`config.mk`:
```
export PLATFORM = sky130hd
export DESIGN_NAME = six_bit_char_pack_codec
export DESIGN_NICKNAME = d
export VERILOG_FILES = /design/src/rtl/core/sbc_pkg.sv /design/src/rtl/core/six_bit_char_pack_codec.sv /design/src/rtl/core/sbc_front.sv /design/src/rtl/core/sbc_queue.sv /design/src/rtl/core/sbc_back.sv
export SDC_FILE = /design/constraint.sdc
export NUM_CORES = 1
export LEC_CHECK = 0
export BUFFER_PORTS_ARGS = -buffer_cell sky130_fd_sc_hd__buf_2
export CAP_MARGIN = 20
export CORE_ASPECT_RATIO = 0.5
export CORE_MARGIN = 2
export CORE_UTILIZATION = 35
export DETAILED_ROUTE_END_ITERATION = 6
export GPL_TIMING_DRIVEN = 0
export SYNTH_ARGS = -nofsm -noshare
export SYNTH_HDL_FRONTEND = slang
export SYNTH_SLANG_ARGS = --single-unit
```
`constraint.sdc`:
```
create_clock -name clk_i -period 5.1 [get_ports clk_i]
set_clock_uncertainty 0.1 [all_clocks]
set_input_delay 0.255 -clock clk_i [delete_from_list [all_inputs] [get_ports clk_i]]
set_output_delay 0.255 -clock clk_i [all_outputs]
set_load 0.01 [all_outputs]
```
`src/rtl/core/sbc_pkg.sv`:
```
// Shared types, constants and character map functions for the six-bit
// character pack codec. No dependencies.
`default_nettype none
package sbc_pkg;

  localparam int unsigned CharsPerWord = 5;
  localparam int unsigned CodeBits     = 6;
  localparam int unsigned WordBits     = CharsPerWord * CodeBits;
  localparam int unsigned HeldBits     = WordBits - CodeBits;
  localparam int unsigned QueueDepth   = 2;

  localparam logic [CodeBits-1:0] SPACE_CODE = 6'd52;
  localparam logic [CodeBits-1:0] BAD_CODE   = 6'd63;

  localparam logic [7:0] CH_UPPER_A = 8'h41;
  localparam logic [7:0] CH_UPPER_Z = 8'h5A;
  localparam logic [7:0] CH_LOWER_A = 8'h61;
  localparam logic [7:0] CH_LOWER_Z = 8'h7A;
  localparam logic [7:0] CH_SPACE   = 8'h20;
  localparam logic [7:0] CH_PERIOD  = 8'h2E;
  localparam logic [7:0] CH_QUOTE   = 8'h27;
  localparam logic [7:0] CH_SEMI    = 8'h3B;
  localparam logic [7:0] CH_COLON   = 8'h3A;
  localparam logic [7:0] CH_NEWLINE = 8'h0A;
  localparam logic [7:0] CH_BANG    = 8'h21;
  localparam logic [7:0] CH_AT      = 8'h40;
  localparam logic [7:0] LOWER_OFFS = 8'h47;

  typedef enum logic {
    KIND_ENC = 1'b0,
    KIND_DEC = 1'b1
  } kind_e;

  typedef struct packed {
    kind_e                 kind;
    logic [WordBits-1:0]   word;
    logic                  last;
  } entry_t;

  function automatic logic [CodeBits-1:0] enc_char(input logic [7:0] c);
    logic [CodeBits-1:0] r;
    begin
      r = BAD_CODE;
      if (c >= CH_UPPER_A && c <= CH_UPPER_Z) begin
        r = CodeBits'(c - CH_UPPER_A);
      end else if (c >= CH_LOWER_A && c <= CH_LOWER_Z) begin
        r = CodeBits'(c - CH_LOWER_A + 8'd26);
      end else begin
        case (c)
          CH_SPACE:   r = 6'd52;
          CH_PERIOD:  r = 6'd53;
          CH_QUOTE:   r = 6'd54;
          CH_SEMI:    r = 6'd55;
          CH_COLON:   r = 6'd56;
          CH_NEWLINE: r = 6'd57;
          CH_BANG:    r = 6'd58;
          default:    r = BAD_CODE;
        endcase
      end
      return r;
    end
  endfunction

  function automatic logic [7:0] dec_code(input logic [CodeBits-1:0] k);
    logic [7:0] r;
    begin
      r = 8'h00;
      if (k <= 6'd25) begin
        r = 8'(k) + CH_UPPER_A;
      end else if (k <= 6'd51) begin
        r = 8'(k) + LOWER_OFFS;
      end else begin
        case (k)
          6'd52:    r = CH_SPACE;
          6'd53:    r = CH_PERIOD;
          6'd54:    r = CH_QUOTE;
          6'd55:    r = CH_SEMI;
          6'd56:    r = CH_COLON;
          6'd57:    r = CH_NEWLINE;
          6'd58:    r = CH_BANG;
          BAD_CODE: r = CH_AT;
          default:  r = 8'h00;
        endcase
      end
      return r;
    end
  endfunction

endpackage
`default_nettype wire

```
`src/rtl/core/six_bit_char_pack_codec.sv`:
```
// Top level of the six-bit character pack codec: front end, work queue and
// back end. Depends on sbc_pkg, sbc_front, sbc_queue and sbc_back.
// An accepted item is written into the work queue, then loaded into the
// single output register. Throughput: encode takes one byte per cycle while
// the queue has room; decode gives one character per cycle while output is taken.
// Reset clears direction (encode), the held codes and count, queue and output.
`default_nettype none
module six_bit_char_pack_codec import sbc_pkg::*; (
  input  wire logic         clk_i,
  input  wire logic         rst_ni,
  input  wire logic         cfg_valid_i,
  output logic              cfg_ready_o,
  input  wire logic         cfg_data_i,
  input  wire logic         in_valid_i,
  output logic              in_ready_o,
  input  wire logic [7:0]   in_char_i,
  input  wire logic [31:0]  in_word_i,
  input  wire logic         end_of_message_i,
  output logic              out_valid_o,
  input  wire logic         out_ready_i,
  output logic [29:0]       packed_word_o,
  output logic [7:0]        char_out_o,
  output logic              last_of_run_o
);

  logic   push, pop, q_full, q_empty;
  entry_t push_data, head;

  assign cfg_ready_o = 1'b1;

  sbc_front u_front (
    .clk_i            (clk_i),
    .rst_ni           (rst_ni),
    .cfg_valid_i      (cfg_valid_i),
    .cfg_data_i       (cfg_data_i),
    .in_valid_i       (in_valid_i),
    .in_ready_o       (in_ready_o),
    .in_char_i        (in_char_i),
    .in_word_i        (in_word_i),
    .end_of_message_i (end_of_message_i),
    .q_full_i         (q_full),
    .push_o           (push),
    .push_data_o      (push_data)
  );

  sbc_queue u_queue (
    .clk_i       (clk_i),
    .rst_ni      (rst_ni),
    .push_i      (push),
    .push_data_i (push_data),
    .pop_i       (pop),
    .head_o      (head),
    .full_o      (q_full),
    .empty_o     (q_empty)
  );

  sbc_back u_back (
    .clk_i         (clk_i),
    .rst_ni        (rst_ni),
    .head_i        (head),
    .empty_i       (q_empty),
    .pop_o         (pop),
    .out_valid_o   (out_valid_o),
    .out_ready_i   (out_ready_i),
    .packed_word_o (packed_word_o),
    .char_out_o    (char_out_o),
    .last_of_run_o (last_of_run_o)
  );

endmodule
`default_nettype wire

```
`src/rtl/core/sbc_front.sv`:
```
// Front end: takes input items, holds the direction register, gathers
// encode codes into groups and pushes work entries. Depends on sbc_pkg.
`default_nettype none
module sbc_front import sbc_pkg::*; (
  input  wire logic         clk_i,
  input  wire logic         rst_ni,
  input  wire logic         cfg_valid_i,
  input  wire logic         cfg_data_i,
  input  wire logic         in_valid_i,
  output logic              in_ready_o,
  input  wire logic [7:0]   in_char_i,
  input  wire logic [31:0]  in_word_i,
  input  wire logic         end_of_message_i,
  input  wire logic         q_full_i,
  output logic              push_o,
  output entry_t            push_data_o
);

  logic                direction_q;
  logic [2:0]          slot_q, slot_d;
  logic [HeldBits-1:0] held_q, held_d;
  logic                accept;
  logic [CodeBits-1:0] code;
  logic [2:0]          cnt;
  logic                group_done;
  logic [WordBits-1:0] enc_word;

  assign in_ready_o = !q_full_i;
  assign accept     = in_valid_i && in_ready_o;
  assign code       = enc_char(in_char_i);

  always_comb begin
    cnt = (slot_q > 3'(CharsPerWord - 1)) ? 3'(CharsPerWord) : slot_q + 3'd1;
    group_done = (cnt == 3'(CharsPerWord)) || end_of_message_i;
    case (cnt)
      3'd1:    enc_word = {code, SPACE_CODE, SPACE_CODE, SPACE_CODE, SPACE_CODE};
      3'd2:    enc_word = {held_q[5:0], code, SPACE_CODE, SPACE_CODE, SPACE_CODE};
      3'd3:    enc_word = {held_q[11:0], code, SPACE_CODE, SPACE_CODE};
      3'd4:    enc_word = {held_q[17:0], code, SPACE_CODE};
      default: enc_word = {held_q, code};
    endcase
  end

  always_comb begin
    slot_d      = slot_q;
    held_d      = held_q;
    push_o      = 1'b0;
    push_data_o = '{kind: KIND_ENC, word: enc_word, last: end_of_message_i};
    if (accept) begin
      if (direction_q) begin
        push_o      = 1'b1;
        push_data_o = '{kind: KIND_DEC, word: in_word_i[WordBits-1:0], last: 1'b0};
      end else if (group_done) begin
        push_o = 1'b1;
        slot_d = '0;
        held_d = '0;
      end else begin
        slot_d = cnt;
        held_d = {held_q[HeldBits-CodeBits-1:0], code};
      end
    end
  end

  always_ff @(posedge clk_i or negedge rst_ni) begin
    if (!rst_ni) begin
      direction_q <= 1'b0;
      slot_q      <= '0;
      held_q      <= '0;
    end else begin
      if (cfg_valid_i) begin
        direction_q <= cfg_data_i;
      end
      slot_q <= slot_d;
      held_q <= held_d;
    end
  end

endmodule
`default_nettype wire

```
`src/rtl/core/sbc_queue.sv`:
```
// Short work queue between front and back ends.
// Depends on sbc_pkg.
`default_nettype none
module sbc_queue import sbc_pkg::*; (
  input  wire logic clk_i,
  input  wire logic rst_ni,
  input  wire logic push_i,
  input  entry_t    push_data_i,
  input  wire logic pop_i,
  output entry_t    head_o,
  output logic      full_o,
  output logic      empty_o
);

  localparam int unsigned PtrBits = (QueueDepth > 1) ? $clog2(QueueDepth) : 1;
  localparam int unsigned CntBits = $clog2(QueueDepth + 1);

  entry_t             mem_q [QueueDepth];
  logic [PtrBits-1:0] wr_ptr_q, rd_ptr_q;
  logic [CntBits-1:0] count_q;

  assign full_o  = (count_q == CntBits'(QueueDepth));
  assign empty_o = (count_q == '0);
  assign head_o  = mem_q[rd_ptr_q];

  always_ff @(posedge clk_i) begin
    if (push_i) begin
      mem_q[wr_ptr_q] <= push_data_i;
    end
  end

  always_ff @(posedge clk_i or negedge rst_ni) begin
    if (!rst_ni) begin
      wr_ptr_q <= '0;
      rd_ptr_q <= '0;
      count_q  <= '0;
    end else begin
      if (push_i) begin
        wr_ptr_q <= (wr_ptr_q == PtrBits'(QueueDepth - 1)) ? '0 : wr_ptr_q + 1'b1;
      end
      if (pop_i) begin
        rd_ptr_q <= (rd_ptr_q == PtrBits'(QueueDepth - 1)) ? '0 : rd_ptr_q + 1'b1;
      end
      if (push_i && !pop_i) begin
        count_q <= count_q + 1'b1;
      end else if (pop_i && !push_i) begin
        count_q <= count_q - 1'b1;
      end
    end
  end

  assert property (@(posedge clk_i) disable iff (!rst_ni) full_o |-> !push_i)
    else $error("push into full queue");
  assert property (@(posedge clk_i) disable iff (!rst_ni) empty_o |-> !pop_i)
    else $error("pop from empty queue");
  assert property (@(posedge clk_i) disable iff (!rst_ni)
    count_q <= CntBits'(QueueDepth))
    else $error("queue count overflow");

endmodule
`default_nettype wire

```
`src/rtl/core/sbc_back.sv`:
```
// Back end: drains work entries to the output register, one result item per
// cycle unless stalled; decode entries give five chars. Depends on sbc_pkg.
`default_nettype none
module sbc_back import sbc_pkg::*; (
  input  wire logic                 clk_i,
  input  wire logic                 rst_ni,
  input  entry_t                    head_i,
  input  wire logic                 empty_i,
  output logic                      pop_o,
  output logic                      out_valid_o,
  input  wire logic                 out_ready_i,
  output logic [WordBits-1:0]       packed_word_o,
  output logic [7:0]                char_out_o,
  output logic                      last_of_run_o
);

  logic                out_valid_q;
  logic [WordBits-1:0] packed_word_q;
  logic [7:0]          char_out_q;
  logic                last_q;
  logic [2:0]          idx_q, idx_d;
  logic                load;
  logic                last_char;
  logic [CodeBits-1:0] code;

  assign load      = !empty_i && (!out_valid_q || out_ready_i);
  assign last_char = (idx_q == 3'(CharsPerWord - 1));

  always_comb begin
    case (idx_q)
      3'd0:    code = head_i.word[29:24];
      3'd1:    code = head_i.word[23:18];
      3'd2:    code = head_i.word[17:12];
      3'd3:    code = head_i.word[11:6];
      default: code = head_i.word[5:0];
    endcase
  end

  always_comb begin
    pop_o = 1'b0;
    idx_d = idx_q;
    if (load) begin
      if (head_i.kind == KIND_ENC) begin
        pop_o = 1'b1;
      end else if (last_char) begin
        pop_o = 1'b1;
        idx_d = '0;
      end else begin
        idx_d = idx_q + 3'd1;
      end
    end
  end

  always_ff @(posedge clk_i) begin
    if (load) begin
      if (head_i.kind == KIND_ENC) begin
        packed_word_q <= head_i.word;
        char_out_q    <= 8'h00;
        last_q        <= head_i.last;
      end else begin
        packed_word_q <= '0;
        char_out_q    <= dec_code(code);
        last_q        <= last_char;
      end
    end
  end

  always_ff @(posedge clk_i or negedge rst_ni) begin
    if (!rst_ni) begin
      out_valid_q <= 1'b0;
      idx_q       <= '0;
    end else begin
      idx_q <= idx_d;
      if (load) begin
        out_valid_q <= 1'b1;
      end else if (out_ready_i) begin
        out_valid_q <= 1'b0;
      end
    end
  end

  assign out_valid_o   = out_valid_q;
  assign packed_word_o = packed_word_q;
  assign char_out_o    = char_out_q;
  assign last_of_run_o = last_q;

  assert property (@(posedge clk_i) disable iff (!rst_ni)
    idx_q <= 3'(CharsPerWord - 1))
    else $error("character index out of range");
  assert property (@(posedge clk_i) disable iff (!rst_ni)
    idx_q != 3'd0 |-> (!empty_i && head_i.kind == KIND_DEC))
    else $error("split in progress without decode entry at head");
  assert property (@(posedge clk_i) disable iff (!rst_ni)
    (out_valid_q && packed_word_q != '0) |-> char_out_q == 8'h00)
    else $error("encode item carries a character");

endmodule
`default_nettype wire
```
==> out/metrics.yaml <==
critical_path:
  cp-end-kind: "register"
  critPathLaunchType: "register"
  cp.required_ps: 5150
  critPathTopFamily: "compound AO/OA/AOI/OAI gates"
  crit_chain: "clkbuf_1 > buf_1 > inv_1 > ha_1 > a22o_1 > o31ai_2 > inv_1 > ha_1 > nor2_1 > o211ai_2 > xnor2_1 > a221oi_1 > nor2_1"
  crit_buf_inv: 4
  crit_path_top_delay_cell: "o31ai_2"
  slowest_delay_ps: 490
  crit_path_max_fanout: 10
  crit_type: "reg -> reg"
  critPathArrivalTime_ps: 4090
clock_network:
  cts_tree: "built"
  cts_buffers: 17
  clock_latency_ps: 420
  htreeDepth: 4
  clockBufferDepth: 2
  worst_setup_hold_path_clk_slew_ps: 60
  root_buffer: "clkbuf_16"
  cts_num_sinks: 139
sta:
  rsz0062_at_grt: "no"
  period_share_pct: 79.2
  timing.fmax_mhz: 248
  hold_violations: 0
  drv_slew: 0
  period_minus_slack_ps: 4040
  tightest_slew_ps: 993
  tns_ps: 0
  setup_viol: 0
  slew-limit-headroom_pct: 33.6
yosys:
  yosysSeqAreaShare_pct: 54.7
  synth.distinct_cells: 70
  synth_seq_cells: 139
  yosysWarnings: 0
  synth_area_mm2: 0.00731
  syn_avg_cell_area_um2: 11.4
  syn-num-nets: 705
  synthArstFlopShare_pct: 25.9
  synthFlopType: "edfxtp_1"
  synth_edf_count: 103
  syn_inst: 640
global_route:
  grt_pass1_wl_um: 29300
  grt_max_degree: 41
  grt_usage_pct: 17.2
  antenna_found_initial: 0
  globalRouteOverflowTotal: 0
  grt_pass1_vias: 5499
placement:
  dp_hpwl_um: 13800
  port_buffers: 83
  gp_congestion: 0.874
drt:
  first_pass_iters: 7
  postRouteAntennaNets: 0
  post_drt_wl_per_cell_um: 17.9
  drc: 0
  drtIter0Drc: 456
  drt-total-wl_um: 18600
  viasPerCell: 5.41
  vias: 5591
die:
  dieWidth_um: 208
  core-area_mm2: 0.0205
  die_height_um: 106
  dieArea_mm2: 0.0221
  ioPinCount: 89
  initial_core_util_pct: 35.6
  num_rows: 37
pwr:
  pwr_density_cell_mw_per_mm2: 678
  p_int_mw: 3.56
  seqPwrFrac_pct: 34.1
  switchingPower_mw: 2.33
  p_sw_share_pct: 39.5
  p_clk_share_pct: 19.7
  leakage_nw: 3.35
  ir_drop_v: 0.000275
  p_comb_share_pct: 46.2
finish:
  final_common_cell: "edfxtp_1"
  area_growth_pct: 19.0
  mostFrequentLayoutCells: "103 x edfxtp_1, 86 x buf_2, 55 x nor2_1"
  antenna_cells: 0
  post-route-util_pct: 42.4
  drive_gt1_share_pct: 20.8
  nNetsFinal: 813
job:
  maxCapViolations: 0
min_path:
  min_path_type: "in -> reg"
outcome:
  status: "finished, final reports clean"
[cells in the mapped netlist, types with 12 or more instances]
| cell | n | area share, % |
|---|---|---|
| a21oi_1 | 36 | 2.5 |
| a221oi_1 | 16 | 1.9 |
| a22o_1 | 36 | 4.3 |
| and2_1 | 20 | 1.7 |
| clkbuf_1 | 29 | 1.5 |
| dfrtp_1 | 36 | 12 |
| edfxtp_1 | 103 | 42 |
| ha_1 | 18 | 3.1 |
| inv_1 | 19 | 0.98 |
| mux2_2 | 17 | 2.6 |
| mux2i_1 | 18 | 2.5 |
| nand2_1 | 43 | 2.2 |
| nand2b_1 | 12 | 1.0 |
| nor2_1 | 55 | 2.8 |
| o21ai_0 | 32 | 2.2 |
[layout make-up]
type,count,area (um^2)
inverters,19,71.3
plain buffers,42,199
well taps,273,342
multi-input cells,440,3050
flip-flops and latches,139,3990
repair buffers,89,478
clock inverters,13,119
fillers,1949,11800
clock buffers,19,443
[cells by family (layout without fill, tap and decap cells)]
family	Yosys count	count (layout)	synth area share [%]
multiplexers	38	38	5.65
adder cells (fa/ha/maj)	18	18	3.08
buffers and inverters	61	182	3.70
AO/OA/AOI/OAI	189	189	19.4
AND/OR/NAND/NOR	183	183	12.2
other	2	2	0.103
flip-flops	139	139	54.7
XOR/XNOR	10	10	1.20
[sequential cells by signal, indices dropped and copies added (netlist names)]
signal,count
u_queue.rd_ptr_q,1
u_queue.count_q,2
u_back.packed_word_o,30
u_queue.mem_q,64
u_queue.wr_ptr_q,1
u_back.idx_q,3
u_front.direction_q,1
u_front.held_q,24
u_back.last_of_run_o,1
u_back.char_out_o,8
u_front.slot_q,3
u_back.out_valid_o,1
[layer usage]
metal  wire, um  track usage [%]  share of wire, %  vias up
met1       8430             23.0                45     2691
met3       1120             3.66               6.0       35
met2       8610             27.6                46      212
met4        390             6.78               2.1        0
li1           -                -                 -     2653
met5          0                0                 0        -
[power by group through the flow]
stage | Sequential [mW] | Clock (mW) | Combinational (mW)
global route | 2.05 | 1.22 | 3.00
global placement | 2.03 | 0 | 2.64
CTS | 2.01 | 1.18 | 2.71
detailed placement | 2.03 | 0 | 2.69
finish | 2.01 | 1.16 | 2.72
floorplan | 2.07 | 0 | 1.86
[timing repair]
item,CTS,global route
endpoints found under the hold margin,38,0
hold buffers,4,0
gates resized for setup,0,0
setup buffers,0,0
endpoints found under the setup margin,0,0
[metrics by stage]
stage          area (um^2)  power (mW)  instances  hold WS [ps]  setup slack (ps)
5_1_grt               8700        6.28       1034          66.9               736
3_3_place_gp          8060        4.66        996           307               126
6_report              8700        5.89       1034          55.3              1060
4_1_cts               8700        5.90       1034          40.0              1070
3_5_place_dp          8090        4.72        998           311              1090
2_1_floorplan         7310        3.92        640          -141              1590
[path summary, 6_finish.rpt]
path	start	to	slack [ps]	cells after the start
max in group asynchronous	rst_ni	u_front.held_q[23]$_DFFE_PN0P_	4000	2
setup reg to reg	u_back.idx_q[2]$_DFFE_PN0P_	u_back.char_out_o[1]$_SDFFCE_PN0P_	1060	13
hold / removal	in_word_i[29]	u_queue.mem_q[1][30]$_DFFE_PP_	60	2
setup / recovery	u_back.idx_q[2]$_DFFE_PN0P_	u_back.char_out_o[1]$_SDFFCE_PN0P_	1060	13
min in group asynchronous	rst_ni	u_front.direction_q$_DFFE_PN0P_	370	2
hold reg to reg	u_back.out_valid_o$_DFFE_PN0P_	u_back.out_valid_o$_DFFE_PN0P_	380	2
Note: power is estimated with default switching activity, not from simulation.
